==> config.mk <==
export PLATFORM = sky130hd
export DESIGN_NAME = fat_free_run_scanner
export DESIGN_NICKNAME = d
export VERILOG_FILES = /design/src/rtl/ffrs_pkg.sv /design/src/rtl/ffrs_front.sv /design/src/rtl/ffrs_queue.sv /design/src/rtl/ffrs_back.sv /design/src/rtl/fat_free_run_scanner.sv
export SDC_FILE = /design/constraint.sdc
export NUM_CORES = 1
export LEC_CHECK = 0
export ABC_AREA = 1
export BUFFER_PORTS_ARGS = -buffer_cell sky130_fd_sc_hd__buf_2
export CORE_AREA = 2 2 205 207
export CTS_BUF_LIST = sky130_fd_sc_hd__clkbuf_4
export CTS_CLUSTER_DIAMETER = 50
export DETAILED_ROUTE_END_ITERATION = 10
export DIE_AREA = 0 0 207 209
export GPL_ROUTABILITY_DRIVEN = 0
export PLACE_DENSITY = 0.75
export SLEW_MARGIN = 20
export SYNTH_ARGS = -nofsm -noshare
export SYNTH_HDL_FRONTEND = slang
export SYNTH_SLANG_ARGS = --single-unit
==> constraint.sdc <==
create_clock -name aclk -period 6.6 [get_ports aclk]
set_input_delay 0.66 -clock aclk [delete_from_list [all_inputs] [get_ports aclk]]
set_output_delay 0.66 -clock aclk [all_outputs]
set_load 0.005 [all_outputs]
==> src/rtl/ffrs_pkg.sv <==
package ffrs_pkg;

    // Table formats as held in the fat_kind register.
    typedef enum logic [1:0] {
        KIND_NONE  = 2'd0,
        KIND_FAT12 = 2'd1,
        KIND_FAT16 = 2'd2,
        KIND_FAT32 = 2'd3
    } fat_kind_t;

    // Configuration register indexes.
    localparam logic [0:0] REG_FAT_KIND     = 1'b0;
    localparam logic [0:0] REG_SECTOR_SHIFT = 1'b1;

    // Entry masks of the narrow formats.
    localparam logic [11:0] FAT12_MASK = 12'hfff;
    localparam logic [15:0] FAT16_MASK = 16'hffff;

    // Widths of the result fields.
    localparam int SIZE_W  = 35;
    localparam int START_W = 28;

    // One classified word as handed from the front to the back.
    typedef struct packed {
        logic [1:0] n_entries;  // 0, 1 or 2 entries in this word
        logic       free0;      // first entry is free
        logic       free1;      // second entry is free
        logic       last;       // final word of the table
    } token_t;

endpackage

==> src/rtl/ffrs_front.sv <==
module ffrs_front (
    input  logic                 s_valid,
    output logic                 s_ready,
    input  logic [31:0]          fat_word,
    input  logic                 single_entry,
    input  logic                 is_last,
    input  ffrs_pkg::fat_kind_t  fat_kind,
    output logic                 tok_valid,
    input  logic                 tok_ready,
    output ffrs_pkg::token_t     tok
);
    import ffrs_pkg::*;

    // The front takes a word whenever the queue has room.
    assign tok_valid = s_valid;
    assign s_ready   = tok_ready;

    // Decode the word into free flags according to the table format.
    always_comb begin
        tok.last  = is_last;
        tok.free0 = 1'b0;
        tok.free1 = 1'b0;
        unique case (fat_kind)
            KIND_FAT12: begin
                tok.free0     = (fat_word[11:0] & FAT12_MASK) == 12'd0;
                tok.free1     = (fat_word[23:12] & FAT12_MASK) == 12'd0;
                tok.n_entries = single_entry ? 2'd1 : 2'd2;
            end
            KIND_FAT16: begin
                tok.free0     = (fat_word[15:0] & FAT16_MASK) == 16'd0;
                tok.n_entries = 2'd1;
            end
            KIND_FAT32: begin
                tok.free0     = fat_word == 32'd0;
                tok.n_entries = 2'd1;
            end
            default: begin
                tok.n_entries = 2'd0;
            end
        endcase
    end

endmodule

==> src/rtl/ffrs_queue.sv <==
module ffrs_queue (
    input  logic             aclk,
    input  logic             aresetn,
    input  logic             wr_valid,
    output logic             wr_ready,
    input  ffrs_pkg::token_t wr_tok,
    output logic             rd_valid,
    input  logic             rd_ready,
    output ffrs_pkg::token_t rd_tok
);
    import ffrs_pkg::*;

    // Two-entry queue; the read side comes straight from the entry registers.
    token_t     mem [2];
    logic       wr_ptr_reg, wr_ptr_next;
    logic       rd_ptr_reg, rd_ptr_next;
    logic [1:0] count_reg, count_next;
    logic       push, pop;

    assign wr_ready = count_reg != 2'd2;
    assign rd_valid = count_reg != 2'd0;
    assign rd_tok   = mem[rd_ptr_reg];
    assign push     = wr_valid && wr_ready;
    assign pop      = rd_valid && rd_ready;

    // Pointer and fill count updates.
    always_comb begin
        wr_ptr_next = push ? ~wr_ptr_reg : wr_ptr_reg;
        rd_ptr_next = pop ? ~rd_ptr_reg : rd_ptr_reg;
        count_next  = count_reg;
        if (push && !pop) begin
            count_next = count_reg + 2'd1;
        end else if (pop && !push) begin
            count_next = count_reg - 2'd1;
        end
    end

    always_ff @(posedge aclk) begin
        if (!aresetn) begin
            wr_ptr_reg <= 1'b0;
            rd_ptr_reg <= 1'b0;
            count_reg  <= 2'd0;
        end else begin
            wr_ptr_reg <= wr_ptr_next;
            rd_ptr_reg <= rd_ptr_next;
            count_reg  <= count_next;
        end
    end

    // Entry storage.
    always_ff @(posedge aclk) begin
        if (push) begin
            mem[wr_ptr_reg] <= wr_tok;
        end
    end

endmodule

==> src/rtl/ffrs_back.sv <==
module ffrs_back #(
    parameter int CLUSTER_BITS = 28
) (
    input  logic                           aclk,
    input  logic                           aresetn,
    input  logic                           tok_valid,
    output logic                           tok_ready,
    input  ffrs_pkg::token_t               tok,
    input  logic [2:0]                     sector_shift,
    output logic                           m_valid,
    input  logic                           m_ready,
    output logic [ffrs_pkg::SIZE_W-1:0]    free_sectors,
    output logic [ffrs_pkg::START_W-1:0]   run_start_cluster,
    output logic [ffrs_pkg::SIZE_W-1:0]    run_sectors
);
    import ffrs_pkg::*;

    localparam int CB      = CLUSTER_BITS;
    localparam int EXT_W   = (CB + 7 > SIZE_W) ? CB + 7 : SIZE_W;
    localparam int FIRST_W = (CB > START_W) ? CB : START_W;

    typedef struct packed {
        logic [CB-1:0] cluster_index;
        logic [CB-1:0] free_total;
        logic          run_active;
        logic [CB-1:0] run_first;
        logic [CB-1:0] run_length;
        logic [CB-1:0] best_first;
        logic [CB-1:0] best_length;
    } scan_t;

    function automatic logic [CB-1:0] sat_inc(input logic [CB-1:0] v);
        return (&v) ? v : v + 1'b1;
    endfunction

    // Ends the open run and keeps it if strictly longer than the best.
    function automatic scan_t close_run(input scan_t st);
        scan_t r;
        r = st;
        if (st.run_active && (st.best_length < st.run_length)) begin
            r.best_first  = st.run_first;
            r.best_length = st.run_length;
        end
        r.run_active = 1'b0;
        return r;
    endfunction

    // Takes one table entry into the scan state.
    function automatic scan_t take_entry(input scan_t st, input logic is_free);
        scan_t r;
        r = st;
        if (is_free) begin
            r.free_total = sat_inc(st.free_total);
            if (!st.run_active) begin
                r.run_active = 1'b1;
                r.run_first  = st.cluster_index;
                r.run_length = {{(CB-1){1'b0}}, 1'b1};
            end else begin
                r.run_length = sat_inc(st.run_length);
            end
        end else begin
            r = close_run(st);
        end
        r.cluster_index = sat_inc(st.cluster_index);
        return r;
    endfunction

    scan_t              st_reg, st_next;
    scan_t              st_a, st_b, st_end;
    logic               pop;
    logic               m_valid_reg, m_valid_next;
    logic [SIZE_W-1:0]  free_sec_reg, run_sec_reg;
    logic [START_W-1:0] start_reg;
    logic [EXT_W-1:0]   free_ext, run_ext;
    logic [FIRST_W-1:0] first_ext;

    // A last word waits while an earlier result has not been taken.
    assign tok_ready = !tok.last || !m_valid_reg || m_ready;
    assign pop       = tok_valid && tok_ready;

    // Up to two entries per word, then the run is closed on the last word.
    always_comb begin
        st_a    = (tok.n_entries != 2'd0) ? take_entry(st_reg, tok.free0) : st_reg;
        st_b    = (tok.n_entries == 2'd2) ? take_entry(st_a, tok.free1) : st_a;
        st_end  = close_run(st_b);
        st_next = st_reg;
        if (pop) begin
            st_next = tok.last ? '0 : st_b;
        end
    end

    // Sizes are scaled from clusters to sectors.
    assign free_ext  = EXT_W'(st_end.free_total) << sector_shift;
    assign run_ext   = EXT_W'(st_end.best_length) << sector_shift;
    assign first_ext = FIRST_W'(st_end.best_first);

    always_comb begin
        m_valid_next = m_valid_reg;
        if (pop && tok.last) begin
            m_valid_next = 1'b1;
        end else if (m_ready) begin
            m_valid_next = 1'b0;
        end
    end

    always_ff @(posedge aclk) begin
        if (!aresetn) begin
            st_reg      <= '0;
            m_valid_reg <= 1'b0;
        end else begin
            st_reg      <= st_next;
            m_valid_reg <= m_valid_next;
        end
    end

    // Result register.
    always_ff @(posedge aclk) begin
        if (pop && tok.last) begin
            free_sec_reg <= free_ext[SIZE_W-1:0];
            run_sec_reg  <= run_ext[SIZE_W-1:0];
            start_reg    <= first_ext[START_W-1:0];
        end
    end

    assign m_valid           = m_valid_reg;
    assign free_sectors      = free_sec_reg;
    assign run_start_cluster = start_reg;
    assign run_sectors       = run_sec_reg;

    // The scan starts over after each table.
    a_clear_after_last: assert property (@(posedge aclk) disable iff (!aresetn)
        (pop && tok.last) |=> (st_reg.cluster_index == '0 && !st_reg.run_active))
        else $error("scan state not cleared after the last word");

    // The best run can never exceed the free count.
    a_best_le_free: assert property (@(posedge aclk) disable iff (!aresetn)
        st_reg.best_length <= st_reg.free_total)
        else $error("best run longer than free total");

    // An open run always has at least one cluster.
    a_run_nonzero: assert property (@(posedge aclk) disable iff (!aresetn)
        st_reg.run_active |-> (st_reg.run_length != '0))
        else $error("open run with zero length");

    // A result only appears after a last word was taken.
    a_result_cause: assert property (@(posedge aclk) disable iff (!aresetn)
        $rose(m_valid_reg) |-> $past(pop && tok.last))
        else $error("result raised without a last word");

endmodule

==> src/rtl/fat_free_run_scanner.sv <==
// Scans a file allocation table streamed one word per cycle from cluster 0
// when not stalled, counting free clusters and finding the longest run of
// free clusters (the earliest run wins ties). The back stage absorbs up to
// two FAT12 entries per cycle; the only stall comes when a last word
// arrives while the previous result is still waiting on m_tready. The
// result is registered as the back stage takes the last word. Configuration
// must be written by the user only while the block is idle; not enforced.
module fat_free_run_scanner #(
    parameter int CLUSTER_BITS = 28
) (
    input  logic         aclk,
    input  logic         aresetn,
    // Input words.
    input  logic         s_tvalid,
    output logic         s_tready,
    input  logic [31:0]  s_tdata,   // fat_word
    input  logic [0:0]   s_tuser,   // single_entry
    input  logic         s_tlast,   // is_last
    // Results.
    output logic         m_tvalid,
    input  logic         m_tready,
    output logic [103:0] m_tdata,   // free_sectors, run_start_cluster, run_sectors, zero pad
    // Configuration writes.
    input  logic         cfg_wr_en,
    input  logic [0:0]   cfg_addr,
    input  logic [2:0]   cfg_wdata
);
    import ffrs_pkg::*;

    fat_kind_t          fat_kind_reg;
    logic [2:0]         sector_shift_reg;
    logic               f_valid, f_ready, b_valid, b_ready;
    token_t             f_tok, b_tok;
    logic [SIZE_W-1:0]  free_sectors, run_sectors;
    logic [START_W-1:0] run_start_cluster;

    // Configuration registers.
    always_ff @(posedge aclk) begin
        if (!aresetn) begin
            fat_kind_reg     <= KIND_FAT32;
            sector_shift_reg <= 3'd0;
        end else if (cfg_wr_en) begin
            unique case (cfg_addr)
                REG_FAT_KIND:     fat_kind_reg     <= fat_kind_t'(cfg_wdata[1:0]);
                REG_SECTOR_SHIFT: sector_shift_reg <= cfg_wdata;
                default: ;
            endcase
        end
    end

    ffrs_front u_front (
        .s_valid      (s_tvalid),
        .s_ready      (s_tready),
        .fat_word     (s_tdata),
        .single_entry (s_tuser[0]),
        .is_last      (s_tlast),
        .fat_kind     (fat_kind_reg),
        .tok_valid    (f_valid),
        .tok_ready    (f_ready),
        .tok          (f_tok)
    );

    ffrs_queue u_queue (
        .aclk     (aclk),
        .aresetn  (aresetn),
        .wr_valid (f_valid),
        .wr_ready (f_ready),
        .wr_tok   (f_tok),
        .rd_valid (b_valid),
        .rd_ready (b_ready),
        .rd_tok   (b_tok)
    );

    ffrs_back #(
        .CLUSTER_BITS (CLUSTER_BITS)
    ) u_back (
        .aclk              (aclk),
        .aresetn           (aresetn),
        .tok_valid         (b_valid),
        .tok_ready         (b_ready),
        .tok               (b_tok),
        .sector_shift      (sector_shift_reg),
        .m_valid           (m_tvalid),
        .m_ready           (m_tready),
        .free_sectors      (free_sectors),
        .run_start_cluster (run_start_cluster),
        .run_sectors       (run_sectors)
    );

    assign m_tdata = {6'd0, run_sectors, run_start_cluster, free_sectors};

endmodule
**After elaboration in Yosys (flattened, before gate mapping)**

Memory sizes are Yosys's and may differ from the RTL's. A register that Yosys moved wholly into a read port is not among the register bits.
Cells that the tools add are included.

- Register bits after elaboration: 277
- Memory bits (writable): 10
- Output and inout bits: 106
- Word-level logic and storage cells: 101
- Memories: 1

- $add $sub $neg: 8
- Order comparisons: 3
- Equality and inequality tests: 5
- Shifts and indexed selects: 2
- Muxes and demuxes: 32
- Bitwise logic cells: 3
- Reductions and logical operators: 31

Memory list:

| memory | depth | bits a word | read ports | clocked after Yosys merged registers in | wr ports | line | text |
|---|---|---|---|---|---|---|---|
| u_queue.mem | 2 | 5 | 1 | 1 | 1 | ffrs_queue.sv:14 | `token_t mem [2];` |

Operators by type and width:

| operator | count |
|---|---|
| 2-to-1 mux 169 bit | 3 |
| 2-to-1 mux 28 bit | 10 |
| 2-to-1 mux 56 bit | 5 |
| 2-to-1 mux 85 bit | 2 |
| adder 28 x 1 -> 28 bit, second input constant | 6 |
| AND reduction 28 bit | 6 |
| less-than comparator 28 bit | 3 |
| left shift 28 x 3 -> 35 bit | 2 |
| zero test 32 bit | 1 |
| zero test 12 bit | 2 |
| zero test 16 bit | 1 |
| logical AND 1 bit | 8 |
| nonzero test 2 bit | 4 |
| 2-to-1 mux 1 bit | 7 |
| equality test 2 bit, second input constant | 3 |
| 2-to-1 mux 2 bit | 3 |
| zero test 1 bit | 4 |
| case mux 2 bit (2 select lines) | 1 |
| AND reduction 2 bit | 2 |
| NOT 1 bit | 3 |
| case mux 1 bit (3 select lines) | 1 |
| adder 2 x 1 -> 2 bit, second input constant | 1 |
| equality test 2 x 1 -> 1 bit, second input constant | 1 |
| logical OR 1 bit | 2 |
| other kinds (3) | 3 |

**Longest topological paths before layout**

- Word-level depth: 14
- Depth in mapped cells: 46

**Modules after synthesis**

From an unflattened synthesis, not the netlist that was laid out.

- Cells, all modules: 3259
- Area total of the unflattened synthesis: 21344.2 um^2

By module, submodules not included:

| module | instances | cells an instance | area each (um^2) | sequential area each (um^2) |
|---|---|---|---|---|
| ffrs_back | 1 | 3130 | 20312.0 | 6346.1 |
| ffrs_queue | 1 | 52 | 608.1 | 400.4 |
| fat_free_run_scanner | 1 | 36 | 246.5 | 100.1 |
| ffrs_front | 1 | 41 | 177.7 | 0.0 |

**Least setup slack after synthesis**

OpenSTA, ideal clock, no wires.

- Path type: flip-flop to flip-flop
- Start point: register u_back.st_reg[65] (netlist name)
- End point: register u_back.run_sec_reg[7] (netlist: u_back.run_sectors[7]), data pin
- Library setup time: 0.254 ns
- Data arrival time: 6.071 ns
- Data required time: 6.346 ns
- Slack: 0.275 ns
- Cell stages (with the launch flop): 47
- Period minus slack after synthesis: 6.325 ns
- Path through: dfxtp_1 buf_2 inv_1 ha_1 nand2_1 nor2_1 inv_1 nor2_1 nand2_1 nand2_1 nand2_1 nand2_1 nand2_1 nand2_1 clkbuf_1 clkbuf_1 nand2_1 o21ai_0 [... 11 more ...] clkbuf_1 nand2_1 o21ai_0 ha_1 a21oi_1 o21ai_0 nand3_1 nand2_1 nand2_1 a21oi_1 a2111oi_0 buf_2 buf_2 nand3_1 nand3_1 nand3_1 nand3_1 nand2_1

- Cells in the longest elaborated chain, start to end: 14

Ends and longest elaborated chain:

| what | line | text |
|---|---|---|
| from (decl) | ffrs_back.sv:68 | `scan_t st_reg, st_next;` |
| from (signal assigned) | ffrs_back.sv:111 | `st_reg <= st_next;` |
| adder 28 x 1 -> 28 bit (tied with other cells) | ffrs_back.sv:33 | `return (&v) ? v : v + 1'b1;` |
| 2-to-1 mux 28 bit / logical AND 1 bit (equally long branches) | ffrs_back.sv:33, ffrs_back.sv:40 |  |
| 2-to-1 mux 28 bit / 2-to-1 mux 56 bit (equally long branches) | ffrs_back.sv:54, ffrs_back.sv:40 |  |
| 2-to-1 mux 85 bit / 2-to-1 mux 56 bit (equally long branches) | ffrs_back.sv:52 | `if (is_free) begin` |
| 2-to-1 mux 169 bit (*) | ffrs_back.sv:83 | `st_a = (tok.n_entries != 2'd0) ? take_entry(st_reg, tok.free0) : st_reg;` |
| adder 28 x 1 -> 28 bit (tied with other cells) | ffrs_back.sv:33 |  |
| 2-to-1 mux 28 bit / logical AND 1 bit (equally long branches) | ffrs_back.sv:33, ffrs_back.sv:40 |  |
| 2-to-1 mux 28 bit / 2-to-1 mux 56 bit (equally long branches) | ffrs_back.sv:54, ffrs_back.sv:40 |  |
| 2-to-1 mux 85 bit / 2-to-1 mux 56 bit (equally long branches) | ffrs_back.sv:52 |  |
| 2-to-1 mux 169 bit (*) | ffrs_back.sv:84 | `st_b = (tok.n_entries == 2'd2) ? take_entry(st_a, tok.free1) : st_a;` |
| less-than comparator 28 bit | ffrs_back.sv:40 | `if (st.run_active && (st.best_length < st.run_length)) begin` |
| logical AND 1 bit | ffrs_back.sv:40 |  |
| 2-to-1 mux 56 bit (*) | ffrs_back.sv:40 |  |
| left shift 28 x 3 -> 35 bit (*) | ffrs_back.sv:94 | `assign run_ext = EXT_W'(st_end.best_length) << sector_shift;` |
| via u_back.run_ext[7] | ffrs_back.sv:74 | `logic [EXT_W-1:0] free_ext, run_ext;` |
| to (signal assigned) | ffrs_back.sv:120 | `run_sec_reg <= run_ext[SIZE_W-1:0];` |
| to (decl) | ffrs_back.sv:72 | `logic [SIZE_W-1:0] free_sec_reg, run_sec_reg;` |

The timed path passes the listed nets; every way through them passes the cells marked *.
A chain may end at the register's enable or synchronous reset.

**Final worst setup path**

- Start point: register u_back.st_reg[66] (netlist name)
- End point: register u_back.run_sec_reg[21] (netlist: u_back.run_sectors[21]), data pin

Same word-level chain as after synthesis.

==> flow_metrics.env <==
export IMPL_place_inst=3996
export IMPL_final_cell_mix="1016 x nand2_1, 449 x nand3_1, 310 x inv_1, 229 x a21oi_1, 222 x nor2_1"
export IMPL_fin_crit_sh_pct=95.1
export IMPL_area_growth_pct=12.0
export IMPL_tns_ps=0
export IMPL_clk_latency_ps=830
export IMPL_status="finished, final reports clean"
export IMPL_rows=75
export IMPL_num_vias=24209
export IMPL_critPathCaptureType="flop"
export IMPL_fp_coreArea_um2=41300
export IMPL_synth_top_flop_cell="dfxtp_1"
export IMPL_path_clk_slew_ps=70
export IMPL_power_density_nw_per_um2=300
export IMPL_fin_ws_ps=324
export IMPL_cts_tree="done"
export IMPL_h_tree_depth=3
export IMPL_maxSlewHeadroom_pct=22.1
export IMPL_seq_area_frac_synth_pct=30.8
export IMPL_grt_max_degree=149
export IMPL_maxClockFrequency_mhz=159
export IMPL_syn_inst=3412
export IMPL_r2r_setup_slack_ps=320
export IMPL_r2r_start="u_back.st_reg[66]$_SDFFE_PN0P_"
export IMPL_slew_viol_final=0
export IMPL_io_buffers=142
export IMPL_ir_drop_uv=285
export IMPL_initial_core_util_pct=53.8
export IMPL_drive_gt1_share_pct=13.5
export IMPL_grt_pass1_wl_um=110000
export IMPL_overflow=0
export IMPL_slowest_stage="a2111oi_4"
export IMPL_cts_sinks=288
export IMPL_postSynthAreaPerCell_um2=6.51
export IMPL_die_w_um=207
export IMPL_drtAntennaViolNets=0
export IMPL_synth_cell_types=67
export IMPL_p_leak_uw=0.0105
export IMPL_reg2regPathDepth=38
export IMPL_hold_buffers=0
export IMPL_synth_top_area_share_pct=17.2
export IMPL_drt_iter0_drc=2771
export IMPL_whs_endpoint="u_queue.mem[0][0]$_DFFE_PP_"
export IMPL_finalCriticalPeriod_ps=6280
export IMPL_cts_buffers=81
export IMPL_largest_reg_flops=169
export IMPL_antenna_found_initial=1
export IMPL_worst_pin_slew_ps=1170
export IMPL_final_nets=3685
export IMPL_drv_cap=0
export IMPL_post_place_ws_ps=-378
export IMPL_synth_edf_count=108
export IMPL_fp_dieH_um=209
export IMPL_final_common_cell="nand2_1"
export IMPL_cts_max_path_buffers=3
export IMPL_syn_cell_area_um2=22200
export IMPL_arrival_ps=6820
export IMPL_crit_required_ps=7150
export IMPL_holdPathStages=1
export IMPL_die_area_um2=43300
export IMPL_synthArstFlopShare_pct=0
export IMPL_hold_start="s_tlast"
export IMPL_crit_path_frequent_cell="nand2_1"
export IMPL_gr_usage_all_layers_pct=30.6
export IMPL_yosysTopAreaCell="nand2_1"
export IMPL_first_pass_iters=8
export IMPL_reg2reg_to="u_back.run_sectors[21]$_DFFE_PP_"
export IMPL_drc_errors=0
export IMPL_hold_viol_final=0
export IMPL_yosysWarnings=0
export IMPL_wl_per_cell_um=16.6
export IMPL_cpPeakStageDelay_ps=410
export IMPL_setup_viol=0
export IMPL_clockRootBuffer="clkbuf_4"
export IMPL_cp_max_fo=23
export IMPL_ys_ff_latch=288
export IMPL_drt_wl_total_um=69200
export IMPL_synth_area_leaders="nand2_1 17%, dfxtp_1 16%, edfxtp_1 15%"
export IMPL_viasPerCell=5.82
export IMPL_fin_skew_ps=52.0
export IMPL_instances_no_fill=4157
export IMPL_ioPinCount=149
export IMPL_hold_class="in2reg"
export IMPL_grt_pass1_vias=21905
export IMPL_start_kind="flop"
export IMPL_crit_type="reg2reg"
export IMPL_dp_hpwl_um=50100
-- cells by family (layout without fill, tap and decap cells) --
group | Yosys count | count (layout) | synth area share (%)
mux | 29 | 29 | 1.31
buf+inv | 499 | 698 | 8.99
compound gates | 482 | 482 | 11.5
other cells | 1 | 7 | 0.0169
xor+xnor | 90 | 90 | 3.75
simple gates | 1935 | 1936 | 38.7
flops | 288 | 288 | 30.8
fa+ha+maj | 88 | 88 | 4.95
-- through the flow --
step           utilization (%)  cell area (um^2)  power [uW]  hold WS, ps
2_1_floorplan                -             22200        4570          426
3_3_place_gp              56.9             23500        5460          437
3_5_place_dp              56.9             23500        5530          446
4_1_cts                   59.6             24600        7380         2.39
5_1_grt                   60.3             24900        7930         44.2
6_report                  60.3             24900        7470         61.3
-- layer usage --
layer	up-vias	part of all wire, %	GRT usage, %
met4	0	3.0	11.9
met2	1360	44	47.5
met5	-	0	0
met3	187	11	7.68
met1	10970	42	40.8
li1	11692	-	-
-- worst max-delay path, delay by kind of cell (launching register included) --
kind	cells	cell delay, ps
buf+inv	8	1220
compound gates	9	1890
flops	1	310
simple gates	18	1740
fa+ha+maj	3	850
-- cells in the mapped netlist (6+ instances only) --
library cell	count
a21oi_1	231
o2111ai_1	12
nor2_1	227
buf_6	6
xor2_1	76
o21ai_0	192
nand3_1	449
nor3_1	53
nor2_2	15
nand4_1	63
inv_2	10
nand2_2	14
nor2_4	7
clkbuf_1	102
dfxtp_1	180
buf_1	31
buf_4	10
nand2_1	1019
or2_2	7
xor2_2	6
buf_2	19
ha_1	88
edfxtp_1	108
nand3_2	20
nor4_1	23
xnor2_1	8
mux2i_1	29
o21ai_1	14
inv_1	314
-- final cells by class --
type	instances	area, um^2
diodes	1	2.50
clock buffers	115	863
clock inverters	31	263
fillers	3892	16400
inverters	330	1270
multi-input cells	2631	13600
flip-flops and latches	288	6860
well taps	539	674
repair buffers	221	1390
repair inverters	1	5.00
-- worst max-delay path by stage --
stage / from / slack [ps] / end
5_1_grt: u_back.st_reg[66]$_SDFFE_PN0P_ / -3 / u_back.run_sectors[4]$_DFFE_PP_
6_report: u_back.st_reg[66]$_SDFFE_PN0P_ / 320 / u_back.run_sectors[21]$_DFFE_PP_
4_1_cts: u_back.st_reg[56]$_SDFFE_PN0P_ / 10 / u_back.run_sectors[29]$_DFFE_PP_
2_1_floorplan: u_back.st_reg[65]$_SDFFE_PN0P_ / 270 / u_back.run_sectors[7]$_DFFE_PP_
3_3_place_gp: flop / -220 / u_back.run_sectors[5]$_DFFE_PP_
3_5_place_dp: u_back.st_reg[56]$_SDFFE_PN0P_ / -380 / u_back.run_sectors[23]$_DFFE_PP_
-- where the power goes --
part / total, uW / internal [uW] / switching (uW)
clock: 1830 / 1000 / 825
sequential: 2390 / 2260 / 128
combinational: 3250 / 869 / 2380
total: 7470 / 4140 / 3330
-- timing repair --
action / 4_1_cts / 5_1_grt
setup buffers: 0 / 10
endpoints found under the hold margin: 0 / 0
pin swaps: 0 / 4
endpoints found under the setup margin: 63 / 63
resized for setup: 3 / 47
gates cloned: 0 / 4
Note: power is estimated with default switching activity, not from simulation.
